==> src/design/sga_pkg.sv <==
// sga_pkg: shared widths, register indexes and types for the stick gesture
// arm/disarm block. No dependencies.
package sga_pkg;

  localparam int NUM_LANES = 4;
  localparam int VAL_W     = 12;
  localparam int HOLD_W    = 16;
  localparam int CFG_IDX_W = 3;
  localparam int CFG_DAT_W = 16;

  localparam logic [HOLD_W-1:0] HOLD_MAX = {HOLD_W{1'b1}};

  // lane order within a frame
  localparam int LANE_THROTTLE = 0;
  localparam int LANE_YAW      = 1;
  localparam int LANE_ROLL     = 2;
  localparam int LANE_PITCH    = 3;

  // register indexes
  localparam logic [CFG_IDX_W-1:0] REG_THROTTLE_LOW = 3'd0;
  localparam logic [CFG_IDX_W-1:0] REG_YAW_LOW      = 3'd1;
  localparam logic [CFG_IDX_W-1:0] REG_YAW_HIGH     = 3'd2;
  localparam logic [CFG_IDX_W-1:0] REG_ROLL_LOW     = 3'd3;
  localparam logic [CFG_IDX_W-1:0] REG_ROLL_HIGH    = 3'd4;
  localparam logic [CFG_IDX_W-1:0] REG_PITCH_LOW    = 3'd5;
  localparam logic [CFG_IDX_W-1:0] REG_HOLD_COUNT   = 3'd6;

  localparam logic [VAL_W-1:0]  RST_LOW_END    = 12'd1000;
  localparam logic [VAL_W-1:0]  RST_HIGH_END   = 12'd2000;
  localparam logic [HOLD_W-1:0] RST_HOLD_COUNT = 16'd100;

  typedef logic [VAL_W-1:0]  value_t;
  typedef logic [HOLD_W-1:0] hold_t;

  typedef struct packed {
    logic toggle;
    logic arm_event;
    logic disarm_event;
  } merge_t;

endpackage

==> src/design/sga_lane.sv <==
// sga_lane: one stick channel, window compare against its endpoint and the
// saturating hold counter. Depends on sga_pkg.
module sga_lane (
  input  logic            clk,
  input  logic            rst,
  input  logic            accept,
  input  logic            clear,
  input  sga_pkg::value_t value,
  input  logic            valid,
  input  sga_pkg::value_t end_point,
  output sga_pkg::hold_t  hold_upd
);

  sga_pkg::hold_t  hold;
  sga_pkg::value_t diff;
  logic [sga_pkg::VAL_W+2:0] diff5;
  logic            match;

  always_comb begin
    diff  = (value >= end_point) ? (value - end_point) : (end_point - value);
    diff5 = ({3'b000, diff} << 2) + {3'b000, diff};
    match = diff5 <= {3'b000, end_point};
    if (!valid) begin
      hold_upd = hold;
    end else if (match) begin
      hold_upd = (hold == sga_pkg::HOLD_MAX) ? hold : hold + sga_pkg::hold_t'(1);
    end else begin
      hold_upd = '0;
    end
  end

  always_ff @(posedge clk) begin
    if (rst) begin
      hold <= '0;
    end else if (accept) begin
      hold <= clear ? '0 : hold_upd;
    end
  end

endmodule

==> src/design/sga_merge.sv <==
// sga_merge: combines the four updated hold counters into the toggle decision
// and the arm or disarm event. Depends on sga_pkg.
module sga_merge (
  input  sga_pkg::hold_t holds [sga_pkg::NUM_LANES],
  input  sga_pkg::hold_t hold_count,
  input  logic           armed_flag,
  output sga_pkg::merge_t result
);

  logic [sga_pkg::NUM_LANES-1:0] reached;

  always_comb begin
    for (int i = 0; i < sga_pkg::NUM_LANES; i++) begin
      reached[i] = holds[i] >= hold_count;
    end
    result.toggle       = &reached;
    result.arm_event    = result.toggle && !armed_flag;
    result.disarm_event = result.toggle && armed_flag;
  end

endmodule

==> src/design/stick_gesture_arm_disarm.sv <==
// stick_gesture_arm_disarm: top level, config registers, four channel lanes,
// merge stage and result register. Depends on sga_pkg, sga_lane, sga_merge.
// result: registered, valid in the cycle after the input transfer
// throughput: one frame per cycle while in_stall is low; the armed flag and hold
//   counters close a loop through the lanes and merge stage
// reset: synchronous, clears counters and armed flag, loads register defaults
module stick_gesture_arm_disarm (
  input  logic        clk,
  input  logic        rst,
  input  logic        cfg_wen,
  input  logic [2:0]  cfg_index,
  input  logic [15:0] cfg_data,
  input  logic        in_valid,
  output logic        in_stall,
  input  logic [11:0] throttle_value,
  input  logic        throttle_valid,
  input  logic [11:0] yaw_value,
  input  logic        yaw_valid,
  input  logic [11:0] roll_value,
  input  logic        roll_valid,
  input  logic [11:0] pitch_value,
  input  logic        pitch_valid,
  output logic        out_valid,
  input  logic        out_stall,
  output logic        armed,
  output logic        arm_event,
  output logic        disarm_event
);

  sga_pkg::value_t throttle_low_end, yaw_low_end, yaw_high_end;
  sga_pkg::value_t roll_low_end, roll_high_end, pitch_low_end;
  sga_pkg::hold_t  hold_count;
  logic            armed_flag;
  logic            accept;

  sga_pkg::value_t lane_value [sga_pkg::NUM_LANES];
  logic            lane_valid [sga_pkg::NUM_LANES];
  sga_pkg::value_t lane_end   [sga_pkg::NUM_LANES];
  sga_pkg::hold_t  lane_hold  [sga_pkg::NUM_LANES];
  sga_pkg::merge_t merged;

  always_ff @(posedge clk) begin
    if (rst) begin
      throttle_low_end <= sga_pkg::RST_LOW_END;
      yaw_low_end      <= sga_pkg::RST_LOW_END;
      yaw_high_end     <= sga_pkg::RST_HIGH_END;
      roll_low_end     <= sga_pkg::RST_LOW_END;
      roll_high_end    <= sga_pkg::RST_HIGH_END;
      pitch_low_end    <= sga_pkg::RST_LOW_END;
      hold_count       <= sga_pkg::RST_HOLD_COUNT;
    end else if (cfg_wen) begin
      unique case (cfg_index)
        sga_pkg::REG_THROTTLE_LOW: throttle_low_end <= cfg_data[sga_pkg::VAL_W-1:0];
        sga_pkg::REG_YAW_LOW:      yaw_low_end      <= cfg_data[sga_pkg::VAL_W-1:0];
        sga_pkg::REG_YAW_HIGH:     yaw_high_end     <= cfg_data[sga_pkg::VAL_W-1:0];
        sga_pkg::REG_ROLL_LOW:     roll_low_end     <= cfg_data[sga_pkg::VAL_W-1:0];
        sga_pkg::REG_ROLL_HIGH:    roll_high_end    <= cfg_data[sga_pkg::VAL_W-1:0];
        sga_pkg::REG_PITCH_LOW:    pitch_low_end    <= cfg_data[sga_pkg::VAL_W-1:0];
        sga_pkg::REG_HOLD_COUNT:   hold_count       <= cfg_data;
        default: ;
      endcase
    end
  end

  // a new frame may enter whenever the result register is free or drains
  assign in_stall = out_valid && out_stall;
  assign accept   = in_valid && !in_stall;

  always_comb begin
    lane_value[sga_pkg::LANE_THROTTLE] = throttle_value;
    lane_value[sga_pkg::LANE_YAW]      = yaw_value;
    lane_value[sga_pkg::LANE_ROLL]     = roll_value;
    lane_value[sga_pkg::LANE_PITCH]    = pitch_value;
    lane_valid[sga_pkg::LANE_THROTTLE] = throttle_valid;
    lane_valid[sga_pkg::LANE_YAW]      = yaw_valid;
    lane_valid[sga_pkg::LANE_ROLL]     = roll_valid;
    lane_valid[sga_pkg::LANE_PITCH]    = pitch_valid;
    // arm gesture while disarmed, disarm gesture while armed
    lane_end[sga_pkg::LANE_THROTTLE]   = throttle_low_end;
    lane_end[sga_pkg::LANE_YAW]        = armed_flag ? yaw_low_end : yaw_high_end;
    lane_end[sga_pkg::LANE_ROLL]       = armed_flag ? roll_low_end : roll_high_end;
    lane_end[sga_pkg::LANE_PITCH]      = pitch_low_end;
  end

  for (genvar g = 0; g < sga_pkg::NUM_LANES; g++) begin : g_lane
    sga_lane u_lane (
      .clk       (clk),
      .rst       (rst),
      .accept    (accept),
      .clear     (merged.toggle),
      .value     (lane_value[g]),
      .valid     (lane_valid[g]),
      .end_point (lane_end[g]),
      .hold_upd  (lane_hold[g])
    );
  end

  sga_merge u_merge (
    .holds      (lane_hold),
    .hold_count (hold_count),
    .armed_flag (armed_flag),
    .result     (merged)
  );

  always_ff @(posedge clk) begin
    if (rst) begin
      armed_flag <= 1'b0;
    end else if (accept && merged.toggle) begin
      armed_flag <= !armed_flag;
    end
  end

  always_ff @(posedge clk) begin
    if (rst) begin
      out_valid <= 1'b0;
    end else if (!in_stall) begin
      out_valid <= in_valid;
    end
  end

  always_ff @(posedge clk) begin
    if (accept) begin
      armed        <= armed_flag ^ merged.toggle;
      arm_event    <= merged.arm_event;
      disarm_event <= merged.disarm_event;
    end
  end

endmodule

==> config.mk <==
export PLATFORM = sky130hd
export DESIGN_NAME = stick_gesture_arm_disarm
export DESIGN_NICKNAME = d
export VERILOG_FILES = /design/src/design/sga_pkg.sv /design/src/design/sga_lane.sv /design/src/design/sga_merge.sv /design/src/design/stick_gesture_arm_disarm.sv
export SDC_FILE = /design/constraint.sdc
export NUM_CORES = 1
export LEC_CHECK = 0
export BUFFER_PORTS_ARGS = -buffer_cell sky130_fd_sc_hd__buf_2
export CORE_MARGIN = 4
export CORE_UTILIZATION = 45
export CTS_BUF_LIST = sky130_fd_sc_hd__clkbuf_4 sky130_fd_sc_hd__clkbuf_8 sky130_fd_sc_hd__clkbuf_16
export DETAILED_ROUTE_END_ITERATION = 12
export GPL_TIMING_DRIVEN = 0
export PLACE_DENSITY = 0.71
export SLEW_MARGIN = 15
export SYNTH_ARGS = -nofsm -noshare
export SYNTH_HDL_FRONTEND = slang
export SYNTH_SLANG_ARGS = --single-unit
export TNS_END_PERCENT = 30
==> constraint.sdc <==
create_clock -name clk -period 11.8 [get_ports clk]
set_clock_uncertainty 0.15 [all_clocks]
set_input_delay 0.59 -clock clk [delete_from_list [all_inputs] [get_ports clk]]
set_output_delay 0.59 -clock clk [all_outputs]
set_load 0.1 [all_outputs]
==> results of run 1 <==
routing by layer:
metal  track usage [%]  wire, um  part of all wire, %  up-vias
li1                  -         -                    -     8125
met4              7.64      1470                  3.0        2
met1              30.9     22200                   46     7640
met2              37.8     22000                   45      509
met5                 0        12                0.025        -
met3              2.69      2760                  5.7       93
stage by stage:
step	worst slack, ns	cells	hold slack, ns	instance area [um2]	power, mW
5_1_grt	0.0217	2794	0.247	18400	2.29
6_report	0.753	2795	0.242	18400	2.14
3_3_place_gp	-0.101	2758	0.291	17800	1.52
4_1_cts	0.0902	2789	0.230	18400	2.12
3_5_place_dp	-0.477	2758	0.296	17800	1.56
2_1_floorplan	2.54	2212	0.286	16800	1.32
timing repair:
action | 4_1_cts | 5_1_grt
pin swaps | 0 | 1
buffers inserted | 0 | 2
endpoints found under the setup margin | 31 | 64
resized for setup | 4 | 12
worst paths after layout:
kind	slack, ns	endpoint	startpoint
worst max-delay path	0.75	g_lane[2].u_lane.hold[8]$_SDFFE_PP0P_	armed_flag$_SDFFE_PP0P_
worst min-delay path	0.24	out_valid$_SDFFE_PP0N_	in_valid
worst max register to register	0.75	g_lane[2].u_lane.hold[8]$_SDFFE_PP0P_	armed_flag$_SDFFE_PP0P_
worst min register to register	0.31	roll_high_end[0]$_SDFFE_PP0P_	roll_high_end[0]$_SDFFE_PP0P_
sequential cells by signal, indices dropped and copies added (netlist names), 12 cells and up:
name / cells
g_lane.u_lane.hold: 64
hold_count: 16
pitch_low_end: 12
roll_high_end: 12
roll_low_end: 12
throttle_low_end: 12
yaw_high_end: 12
yaw_low_end: 12
cell usage in the layout (no fill, tap or decap), types with 57 or more instances in the layout:
master    instances
nand2_1         301
dfxtp_1         154
a21oi_1         182
a21o_1           66
nor2_1          149
ha_1            250
xnor2_1          60
clkbuf_1         72
buf_2            89
nand3_1          57
inv_1           165
o21ai_0          95
critical path: cells and delay by family, from the launching register on:
family | cells | cell delay [ns]
AO/OA/AOI/OAI | 17 | 4.16
XOR/XNOR | 2 | 0.24
adder cells (fa/ha/maj) | 5 | 1.36
buffers and inverters | 10 | 2.52
flip-flops | 1 | 0.34
multiplexers | 2 | 0.65
AND/OR/NAND/NOR | 8 | 1.49
power by group:
| group | internal, mW | switching [mW] |
|---|---|---|
| registers | 0.541 | 0.00768 |
| clock network | 0.327 | 0.238 |
| logic | 0.416 | 0.612 |
area by class of cell:
type,count,share of cell area [%]
Multi-Input combinational cell,1792,68.5
Clock inverter,11,0.713
Buffer,98,2.33
Tap cell,468,3.18
Inverter,165,3.36
Sequential cell,157,17.2
Antenna cell,4,0.0543
Timing Repair Buffer,80,2.20
Clock buffer,20,2.50
cells by family after synthesis:
| group | count (synthesis) | synth area share (%) |
|---|---|---|
| compound gates | 606 | 24.5 |
| xor+xnor | 100 | 5.21 |
| fa+ha+maj | 262 | 20.1 |
| buf+inv | 263 | 6.21 |
| flops | 157 | 18.9 |
| mux | 54 | 3.26 |
| simple gates | 770 | 21.9 |
==> results by group, run 1 <==
Critical path
  • Setup crit start kind: flip-flop
  • WP data arrival: 11.23 ns
  • Worst stage delay on the critical path: 0.50 ns
  • Worst EP required: 11.98 ns
  • Critical-path top delay cell: a31oi_1
  • R2R depth: 44
  • WS Path Type: flip-flop to flip-flop
  • Worst Setup End Kind: flip-flop
  • Crit Path Max Fanout: 10

Pwr
  • Max IR drop VDD: 0.0000847 V
  • Leakage power: 8.29 nW
  • Pwr Density: 116 mW/mm2

Yosys
  • Ys flop type: dfxtp_1
  • Post-synth ARST share: 0%
  • Area of the mapped netlist: 0.0168 mm2
  • Synth Instances: 2212
  • Distinct cell type count after synthesis: 86
  • Ys Warns: 0
  • Seq cells post-synth: 157
  • Synth Area per Inst: 7.59 um2
  • Post-synth top area share: 18.6%
  • Largest area contributor in the netlist: ha_1
  • Number of flops mapped to enable cells by yosys: 3
  • Sequential fraction of the synthesis area: 18.9%
  • Leading cell types by total area after synthesis: ha_1, dfxtp_1, nand2_1
  • Commonest cells in the synthesized netlist: nand2_1, ha_1, a21oi_1
  • Post-Syn Nets: 2550
  • Most common cell in the netlist: nand2_1

STA
  • Crit path time final: 11.05 ns
  • Max Fclk: 0.0905 GHz
  • Worst slew pin tran: 1.13 ns
  • Unrepaired setup endpoints after global routing: false
  • Slew headroom: 23.9%
  • Setup TNS Final: 0 ns
  • Final setup violation count: 0
  • Final Hold Fails: 0
  • Crit share post-route: 93.6%
  • Fin. max-slew vios: 0

Route
  • Drt pass-1 iters: 6
  • DR WL/cell: 17.3 um
  • Vias/cell: 5.86
  • DRT iter0 DRCs: 1202
  • Antenna Nets Post-Route: 0
  • DRC violations left: 0
  • Final WL: 48400 um
  • Via count: 16369

Floorplan
  • Starting Density: 45.8%
  • Core ar.: 0.0367 mm2
  • Die width: 201 um
  • Io pins: 81
  • Die Height: 201 um
  • Die area: 0.0405 mm2
  • # rows: 70

Clocking
  • TritonCTS clock tree: built
  • CTS H-tree depth: 4
  • Max Buffers Root-to-Sink: 2
  • Clock buffer count from CTS: 17
  • CTS Sinks: 157
  • Worst-Skew Late Latency: 0.43 ns
  • Clock slew at reported path FFs: 0.07 ns
  • Post-CTS Hold Buffers: 0
  • Clk root buf: clkbuf_16

Place
  • GP Congestion: 0.945
  • PortBufs: 78
  • DP Wirelength: 38000 um

Global routing
  • Initial antenna violation count: 4
  • Vias in the first global route: 15629
  • Total GRT Usage: 22.8%
  • Congestion Overflow GR: 0
  • Largest net degree at the start of global routing: 17
  • First-pass GRT wire length: 78000 um

Layout
  • Register area: 0.00317 mm2
  • Area delta synth->final: 9.76%
  • Multi-input combinational cell area: 0.0126 mm2
  • Final core utilization: 50.2%
  • Fraction of layout cells with a size suffix above 1: 8.52%
  • Final nets: 2649
  • Filler cell count in the final layout: 3560

Min path
  • Hold path cells: 3
  • Worst hold path class: primary input to flip-flop

Job
  • Max-Cap Viols: 0

Run status
  • Run status: complete, no violations
Note: power is estimated with default switching activity, not from simulation.
==> run 2, diff against run 1 <==
--- a/config.mk
+++ b/config.mk
@@ -7,11 +7,11 @@
 export LEC_CHECK = 0
 export BUFFER_PORTS_ARGS = -buffer_cell sky130_fd_sc_hd__buf_2
 export CORE_MARGIN = 4
-export CORE_UTILIZATION = 45
+export CORE_UTILIZATION = 35
 export CTS_BUF_LIST = sky130_fd_sc_hd__clkbuf_4 sky130_fd_sc_hd__clkbuf_8 sky130_fd_sc_hd__clkbuf_16
 export DETAILED_ROUTE_END_ITERATION = 12
 export GPL_TIMING_DRIVEN = 0
-export PLACE_DENSITY = 0.71
+export PLACE_DENSITY = 0.59
 export SLEW_MARGIN = 15
 export SYNTH_ARGS = -nofsm -noshare
 export SYNTH_HDL_FRONTEND = slang
==> constraint.sdc (replaced) <==
create_clock -name clk -period 10.2 [get_ports clk]
set_clock_uncertainty 0.15 [all_clocks]
set_input_delay 0.51 -clock clk [delete_from_list [all_inputs] [get_ports clk]]
set_output_delay 0.51 -clock clk [all_outputs]
set_load 0.1 [all_outputs]
==> run 2 against run 1 <==
First-iteration DRC count shrank 20%. Power grew 16%. Fmax grew 14%. Global-route usage shrank 4.1 points. Sequential power grew 16%. Clock-buffer cell count shrank 2. Worst setup slack lost 0.25 ns. Non-clock buffer count is the same. Critical endpoint is now g_lane[0].u_lane.hold[6]$_SDFFE_PP0P_.
==> results by group, run 2 (synthesis results as in run 1) <==
Job
  • Max-Cap Viols: 0 (unchanged)

Critical path
  • WS Path Type: flip-flop to flip-flop (unchanged)
  • Worst EP required: 10.41 ns (was 11.98 ns)
  • Worst Setup End Kind: flip-flop (unchanged)
  • WP data arrival: 9.91 ns (was 11.23 ns)
  • Critical-path top delay cell: ha_2 (was a31oi_1)
  • CP dominant cell by count: ha_1
  • Setup crit start kind: flip-flop (unchanged)
  • Crit Path Max Fanout: 10 (unchanged)
  • Worst stage delay on the critical path: 0.43 ns (was 0.50 ns)

Clocking
  • Clk root buf: clkbuf_16 (unchanged)
  • Clock buffer count from CTS: 17 (unchanged)
  • CTS Sinks: 157 (unchanged)
  • CTS H-tree depth: 4 (unchanged)
  • Max Buffers Root-to-Sink: 2 (unchanged)
  • Worst-Skew Late Latency: 0.44 ns (was 0.43 ns)
  • Post-CTS Hold Buffers: 0 (unchanged)
  • TritonCTS clock tree: built (unchanged)
  • Clock slew at reported path FFs: 0.07 ns (about the same)

Layout
  • Max reg flops: 64 (unchanged)
  • Most flop-heavy register: g_lane.u_lane.hold (unchanged)
  • Most common cell after layout, fill and taps aside: nand2_1 (unchanged)
  • Fraction of layout cells with a size suffix above 1: 10.3% (was 8.52%)
  • Filler cell count in the final layout: 4811 (was 3560)
  • Regs by FF count: g_lane.u_lane.hold: 64 flops, hold_count: 16 flops (unchanged)
  • Area delta synth->final: 12.9% (was 9.76%)
  • Final nets: 2649 (unchanged)
  • Final instance area: 0.0190 mm2 (was 0.0184 mm2)
  • Most frequent cells in the layout: nand2_1, ha_1, a21oi_1 (unchanged)

Pwr
  • Leakage power: 8.40 nW (was 8.29 nW)
  • Pwr Density: 131 mW/mm2 (was 116 mW/mm2)
  • Post-route total power: 2.48 mW (was 2.14 mW)
  • Max IR drop VDD: 0.0000747 V (was 0.0000847 V)

STA
  • Crit share post-route: 95.0% (was 93.6%)
  • Final setup violation count: 0 (unchanged)
  • Max Fclk: 0.103 GHz (was 0.0905 GHz)
  • Fin. max-slew vios: 0 (unchanged)
  • Final worst setup slack: 0.507 ns (was 0.753 ns)
  • Final Hold Fails: 0 (unchanged)
  • Slew headroom: 24.8% (was 23.9%)
  • Worst slew pin tran: 1.12 ns (was 1.13 ns)
  • Hold Slack: 0.168 ns (was 0.242 ns)
  • Crit path time final: 9.69 ns (was 11.05 ns)

Place
  • GP Congestion: 0.917 (was 0.945)
  • Dpl cell area: 0.0180 mm2 (was 0.0178 mm2)
  • DP Wirelength: 39400 um (was 38000 um)
  • Pre-CTS setup slack: -2.03 ns (was -0.477 ns)
  • PortBufs: 78 (unchanged)

Floorplan
  • Die Height: 227 um (was 201 um)
  • Die area: 0.0516 mm2 (was 0.0405 mm2)
  • Core ar.: 0.0475 mm2 (was 0.0367 mm2)
  • # rows: 80 (was 70)
  • Io pins: 81 (unchanged)
  • Starting Density: 35.3% (was 45.8%)
  • Die width: 227 um (was 201 um)

Global routing
  • Congestion Overflow GR: 0 (unchanged)
  • Largest net degree at the start of global routing: 17 (unchanged)
  • Total GRT Usage: 18.7% (was 22.8%)
  • Vias in the first global route: 15381 (was 15629)
  • Initial antenna violation count: 3 (was 4)
  • First-pass GRT wire length: 78500 um (was 78000 um)

Route
  • Final WL: 49500 um (was 48400 um)
  • DRC violations left: 0 (unchanged)
  • DRT iter0 DRCs: 965 (was 1202)
  • DR WL/cell: 16.8 um (was 17.3 um)
  • Vias/cell: 5.56 (was 5.86)
  • Antenna Nets Post-Route: 0 (unchanged)
  • Via count: 16352 (was 16369)
  • Drt pass-1 iters: 6 (unchanged)

Run status
  • Run status: complete, no violations (unchanged)

Min path
  • Worst hold path class: primary input to flip-flop (unchanged)
[run 2: changes by cell type in the layout (fill, tap and decap cells not counted), moves of 3 or more]
cell	before	now
a21oi_1	182	179
a211oi_2	0	4
ha_1	250	247
ha_2	0	3
buf_4	3	9
clkbuf_1	72	60
a211oi_1	38	34
mux2i_4	0	14
clkbuf_4	1	5
mux2i_1	44	32
[run 2: what timing repair did]
item,in CTS,in global routing
endpoints found under the setup margin,68,68
gates resized for setup,38,56
pin swaps,1,5
hold endpoints to repair,0,0
setup buffers,1,7
[run 2: layout make-up]
class                   count  area [um2]  share of cell area, %
diodes                      2        5.00                 0.0264
plain buffers              92         463                   2.44
clock buffers              18         433                   2.28
clock inverters            14         158                  0.831
inverters                 165         619                   3.26
multi-input cells        1792       12900                   68.0
flip-flops and latches    157        3170                   16.7
well taps                 615         769                   4.06
repair buffers             86         450                   2.37
[run 2: final timing paths]
kind | endpoint | from | slack, ns | cells past startpoint
setup / recovery | g_lane[0].u_lane.hold[6]$_SDFFE_PP0P_ | armed_flag$_SDFFE_PP0P_ | 0.51 | 40
hold / removal | out_valid$_SDFFE_PP0N_ | in_valid | 0.17 | 3
setup reg to reg | g_lane[0].u_lane.hold[6]$_SDFFE_PP0P_ | armed_flag$_SDFFE_PP0P_ | 0.51 | 40
hold reg to reg | yaw_high_end[3]$_SDFFE_PP0P_ | yaw_high_end[3]$_SDFFE_PP0P_ | 0.30 | 2
[run 2: report_power, final]
part / internal, mW / leakage (nW) / total [mW] / switching (mW)
sequential: 0.626 / 1.28 / 0.637 / 0.0106
combinational: 0.494 / 6.83 / 1.19 / 0.697
clock: 0.369 / 0.289 / 0.651 / 0.283
[run 2: critical path: cells and delay by family, from the launching register on]
family          cells  cell delay [ns]
buf+inv             7             1.40
fa+ha+maj           5             1.67
flops               1             0.35
simple gates       10             1.44
compound gates     13             3.63
xor+xnor            2             0.29
mux                 3             0.68
[run 2: through the flow]
stage	TNS [ns]	std cells	utilization, %
after global placement	-98.33	2905	37.8
after global routing	-0.0337	2941	39.9
after floorplan	0	2212	-
after detailed placement	-105.66	2905	37.8
after CTS	-0.00464	2938	39.3
final	0	2941	39.9
[run 2: layer usage]
| metal | part of all wire (%) | GRT usage (%) |
|---|---|---|
| met1 | 47 | 25.4 |
| met5 | 0.014 | 0 |
| met3 | 5.0 | 2.30 |
| met4 | 3.0 | 7.09 |
| met2 | 45 | 30.6 |
==> run 3, diff against run 2 <==
--- a/config.mk
+++ b/config.mk
@@ -15,5 +15,6 @@
 export SLEW_MARGIN = 15
 export SYNTH_ARGS = -nofsm -noshare
 export SYNTH_HDL_FRONTEND = slang
+export SYNTH_HIERARCHICAL = 1
 export SYNTH_SLANG_ARGS = --single-unit
 export TNS_END_PERCENT = 30
==> run 3 against run 2 <==
Worst hold slack improved by 0.0038 ns. Fmax fell by 0.99%. Core utilization rose by 0.11 points. Register-to-register slack got worse by 0.097 ns. Routed wire length rose by 3.6%. Clock-buffer cell count rose by 1. Flip-flop and latch count did not move. Die area rose by 4.4%. Non-clock buffer count rose by 7. Synthesized area rose by 4.5%. Via count rose by 1.8%. Combinational power fell by 6%. Critical path type unchanged. Largest cell class unchanged.
==> results by group, run 3 <==
Run status
  • Run status: complete, no violations (unchanged)

Floorplan
  • # rows: 81 (was 80)
  • Starting Density: 35.6% (was 35.3%)
  • Die area: 0.0538 mm2 (was 0.0516 mm2)
  • Io pins: 81 (unchanged)
  • Core ar.: 0.0493 mm2 (was 0.0475 mm2)
  • Die width: 232 um (was 227 um)
  • Die Height: 232 um (was 227 um)

Pwr
  • Pwr Density: 121 mW/mm2 (was 131 mW/mm2)
  • Seq pwr share: 26.5% (was 25.7%)
  • Sw frac: 40.4% (was 39.9%)
  • Post-route total power: 2.39 mW (was 2.48 mW)
  • Combinational power share: 47.0% (was 48.0%)
  • Max IR drop VDD: 0.0000839 V (was 0.0000747 V)
  • Switching power: 0.965 mW (was 0.990 mW)
  • Leakage power: 8.44 nW (was 8.40 nW)
  • Clock power frac: 26.5% (was 26.3%)
  • Internal Power: 1.42 mW (was 1.49 mW)

Route
  • DR WL/cell: 16.9 um (was 16.8 um)
  • Final WL: 51200 um (was 49500 um)
  • DRC violations left: 0 (unchanged)
  • DRT iter0 DRCs: 1231 (was 965)
  • Antenna Nets Post-Route: 0 (unchanged)
  • Drt pass-1 iters: 6 (unchanged)
  • Vias/cell: 5.51 (was 5.56)
  • Via count: 16654 (was 16352)

Yosys
  • Sequential fraction of the synthesis area: 18.1% (was 18.9%)
  • Synth Instances: 2242 (was 2212)
  • Number of flops mapped to enable cells by yosys: 3 (unchanged)
  • Post-Syn Nets: 2578 (was 2550)
  • Seq cells post-synth: 157 (unchanged)
  • Synth Area per Inst: 7.83 um2 (was 7.59 um2)
  • Most common cell in the netlist: ha_1 (was nand2_1)
  • Leading cell types by total area after synthesis: ha_1, dfxtp_1, a21oi_1 (was ha_1, dfxtp_1, nand2_1)
  • Largest area contributor in the netlist: ha_1 (unchanged)
  • Area of the mapped netlist: 0.0176 mm2 (was 0.0168 mm2)
  • Post-synth ARST share: 0% (unchanged)
  • Post-synth top area share: 17.7% (was 18.6%)
  • Distinct cell type count after synthesis: 93 (was 86)
  • Commonest cells in the synthesized netlist: ha_1, nor2_1, a21oi_1 (was nand2_1, ha_1, a21oi_1)
  • Ys Warns: 6 (was 0)
  • Ys flop type: dfxtp_1 (unchanged)

Critical path
  • Crit. Startpoint: armed_flag$_SDFFE_PP0P_ (unchanged)
  • Worst Setup End Kind: flip-flop (unchanged)
  • Reg2reg setup slack: 0.41 ns (was 0.51 ns)
  • Setup crit start kind: flip-flop (unchanged)
  • Worst EP required: 10.42 ns (was 10.41 ns)
  • Worst stage delay on the critical path: 0.43 ns (about the same)
  • CP dominant cell by count: ha_1 (unchanged)
  • Critical register-to-register path startpoint: armed_flag$_SDFFE_PP0P_ (unchanged)
  • Crit Path Max Fanout: 10 (unchanged)
  • Critical-path top delay cell: nor4_2 (was ha_2)
  • WP data arrival: 10.01 ns (was 9.91 ns)
  • WS Path Type: flip-flop to flip-flop (unchanged)

Layout
  • ANT cells: 0 (was 2)
  • Most frequent cells in the layout: ha_1, nor2_1, a21oi_1 (was nand2_1, ha_1, a21oi_1)
  • Regs by FF count: g_lane.u_lane/hold: 64 flops, hold_count: 16 flops (was g_lane.u_lane.hold: 64 flops, hold_count: 16 flops)
  • Max reg flops: 64 (unchanged)
  • Area delta synth->final: 12.2% (was 12.9%)
  • Final instance area: 0.0197 mm2 (was 0.0190 mm2)
  • Most common cell after layout, fill and taps aside: ha_1 (was nand2_1)
  • Final std cells w/o fill: 3025 (was 2941)
  • Fraction of layout cells with a size suffix above 1: 13.3% (was 10.3%)
  • Final core utilization: 40.0% (was 39.9%)
  • Most flop-heavy register: g_lane.u_lane/hold (was g_lane.u_lane.hold)
  • Final nets: 2684 (was 2649)

Clocking
  • Max Buffers Root-to-Sink: 2 (unchanged)
  • Worst-Skew Late Latency: 0.44 ns (about the same)
  • Clock slew at reported path FFs: 0.07 ns (about the same)
  • Clk root buf: clkbuf_16 (unchanged)
  • Post-CTS Hold Buffers: 0 (unchanged)
  • CTS Sinks: 157 (unchanged)
  • Clock buffer count from CTS: 17 (unchanged)
  • TritonCTS clock tree: built (unchanged)
  • CTS H-tree depth: 4 (unchanged)

Place
  • Dpl cell area: 0.0188 mm2 (was 0.0180 mm2)
  • DP Wirelength: 40900 um (was 39400 um)
  • # placed instances: 2985 (was 2905)
  • PortBufs: 78 (unchanged)
  • GP Congestion: 0.913 (was 0.917)

Global routing
  • Largest net degree at the start of global routing: 19 (was 17)
  • Initial antenna violation count: 4 (was 3)
  • Total GRT Usage: 18.4% (was 18.7%)
  • Vias in the first global route: 15726 (was 15381)
  • Congestion Overflow GR: 0 (unchanged)
  • First-pass GRT wire length: 81800 um (was 78500 um)

STA
  • Final setup violation count: 0 (unchanged)
  • Max Fclk: 0.102 GHz (was 0.103 GHz)
  • Crit path time final: 9.79 ns (was 9.69 ns)
  • Slew headroom: 42.2% (was 24.8%)
  • Worst slew pin tran: 0.864 ns (was 1.12 ns)
  • Hold Slack: 0.172 ns (was 0.168 ns)
  • Crit share post-route: 96.0% (was 95.0%)
  • Fin. max-slew vios: 0 (unchanged)
  • Final Hold Fails: 0 (unchanged)

Job
  • Max-Cap Viols: 0 (unchanged)

Min path
  • Worst hold path class: primary input to flip-flop (unchanged)
  • HP Start: cfg_data[15] (was in_valid)
[run 3: cell types whose count changed in the layout (fill, tap and decap cells not counted), sizes merged, moves of 21 or more]
cell,previous run,this run
a211oi,39,17
nand3b,37,6
buf,108,148
clkbuf,88,55
nor2,152,249
nand2,301,173
mux2,5,26
[run 3: path summary, 6_finish.rpt]
path | endpoint | depth (start not counted)
min reg2reg | hold_count[3]$_SDFFE_PP0P_ | 2
min | hold_count[15]$_SDFFE_PP0P_ | 3
max | g_lane[2].u_lane/hold[7]$_SDFFE_PP0P_ | 41
max reg2reg | g_lane[2].u_lane/hold[7]$_SDFFE_PP0P_ | 41
[run 3: cell type report]
| type | instances | area, um2 |
|---|---|---|
| Fill cell | 5109 | 29500 |
| Multi-Input combinational cell | 1809 | 13300 |
| Sequential cell | 157 | 3180 |
| Tap cell | 664 | 831 |
| Buffer | 98 | 681 |
| Inverter | 178 | 673 |
| Timing Repair Buffer | 87 | 478 |
| Clock buffer | 19 | 464 |
| Clock inverter | 13 | 115 |
[run 3: routing by layer]
| metal | wire (um) | vias up | global-route usage (%) | part of all wire, % |
|---|---|---|---|---|
| met5 | 34 | - | 0 | 0.066 |
| met4 | 551 | 8 | 3.57 | 1.1 |
| met3 | 2110 | 34 | 2.33 | 4.1 |
| met2 | 23900 | 337 | 31.0 | 47 |
| li1 | - | 8333 | - | - |
| met1 | 24700 | 7942 | 25.5 | 48 |
[run 3: stage by stage]
step,TNS [ns],setup slack (ns)
after floorplan,0,1.50
after global placement,-66.05,-1.53
after detailed placement,-58.85,-1.28
after CTS,0,0.0179
after global routing,-0.199,-0.0283
final,0,0.410
[run 3: critical path: cells and delay by family, from the launching register on]
kind / cells / cell delay (ns)
xor+xnor: 1 / 0.14
flops: 1 / 0.39
buf+inv: 8 / 1.27
mux: 2 / 0.47
compound gates: 12 / 3.11
fa+ha+maj: 6 / 1.68
simple gates: 12 / 2.45
[run 3: cells by family after synthesis]
logic type	after synthesis	synth area share (%)
buffers and inverters	276	7.59
muxes	82	4.93
AOI/OAI and AO/OA	599	23.5
DFF	157	18.1
and+or+nand+nor	769	21.9
xor gates and xnor gates	99	4.94
adders and majority gates	260	19.0
[run 3: power by group through the flow]
stage	combinational [mW]	sequential, mW	clock [mW]
after floorplan	0.816	0.649	0
after global placement	1.06	0.646	0
after detailed placement	1.08	0.647	0
after CTS	1.10	0.632	0.650
after global routing	1.25	0.634	0.676
final	1.12	0.633	0.633
[run 3: repair_timing]
item                                   4_1_cts  5_1_grt
pin swaps                                    0        9
buffers inserted                             5        3
setup endpoints to repair                   66       66
gates resized for setup                     23       38
endpoints found under the hold margin        0        0
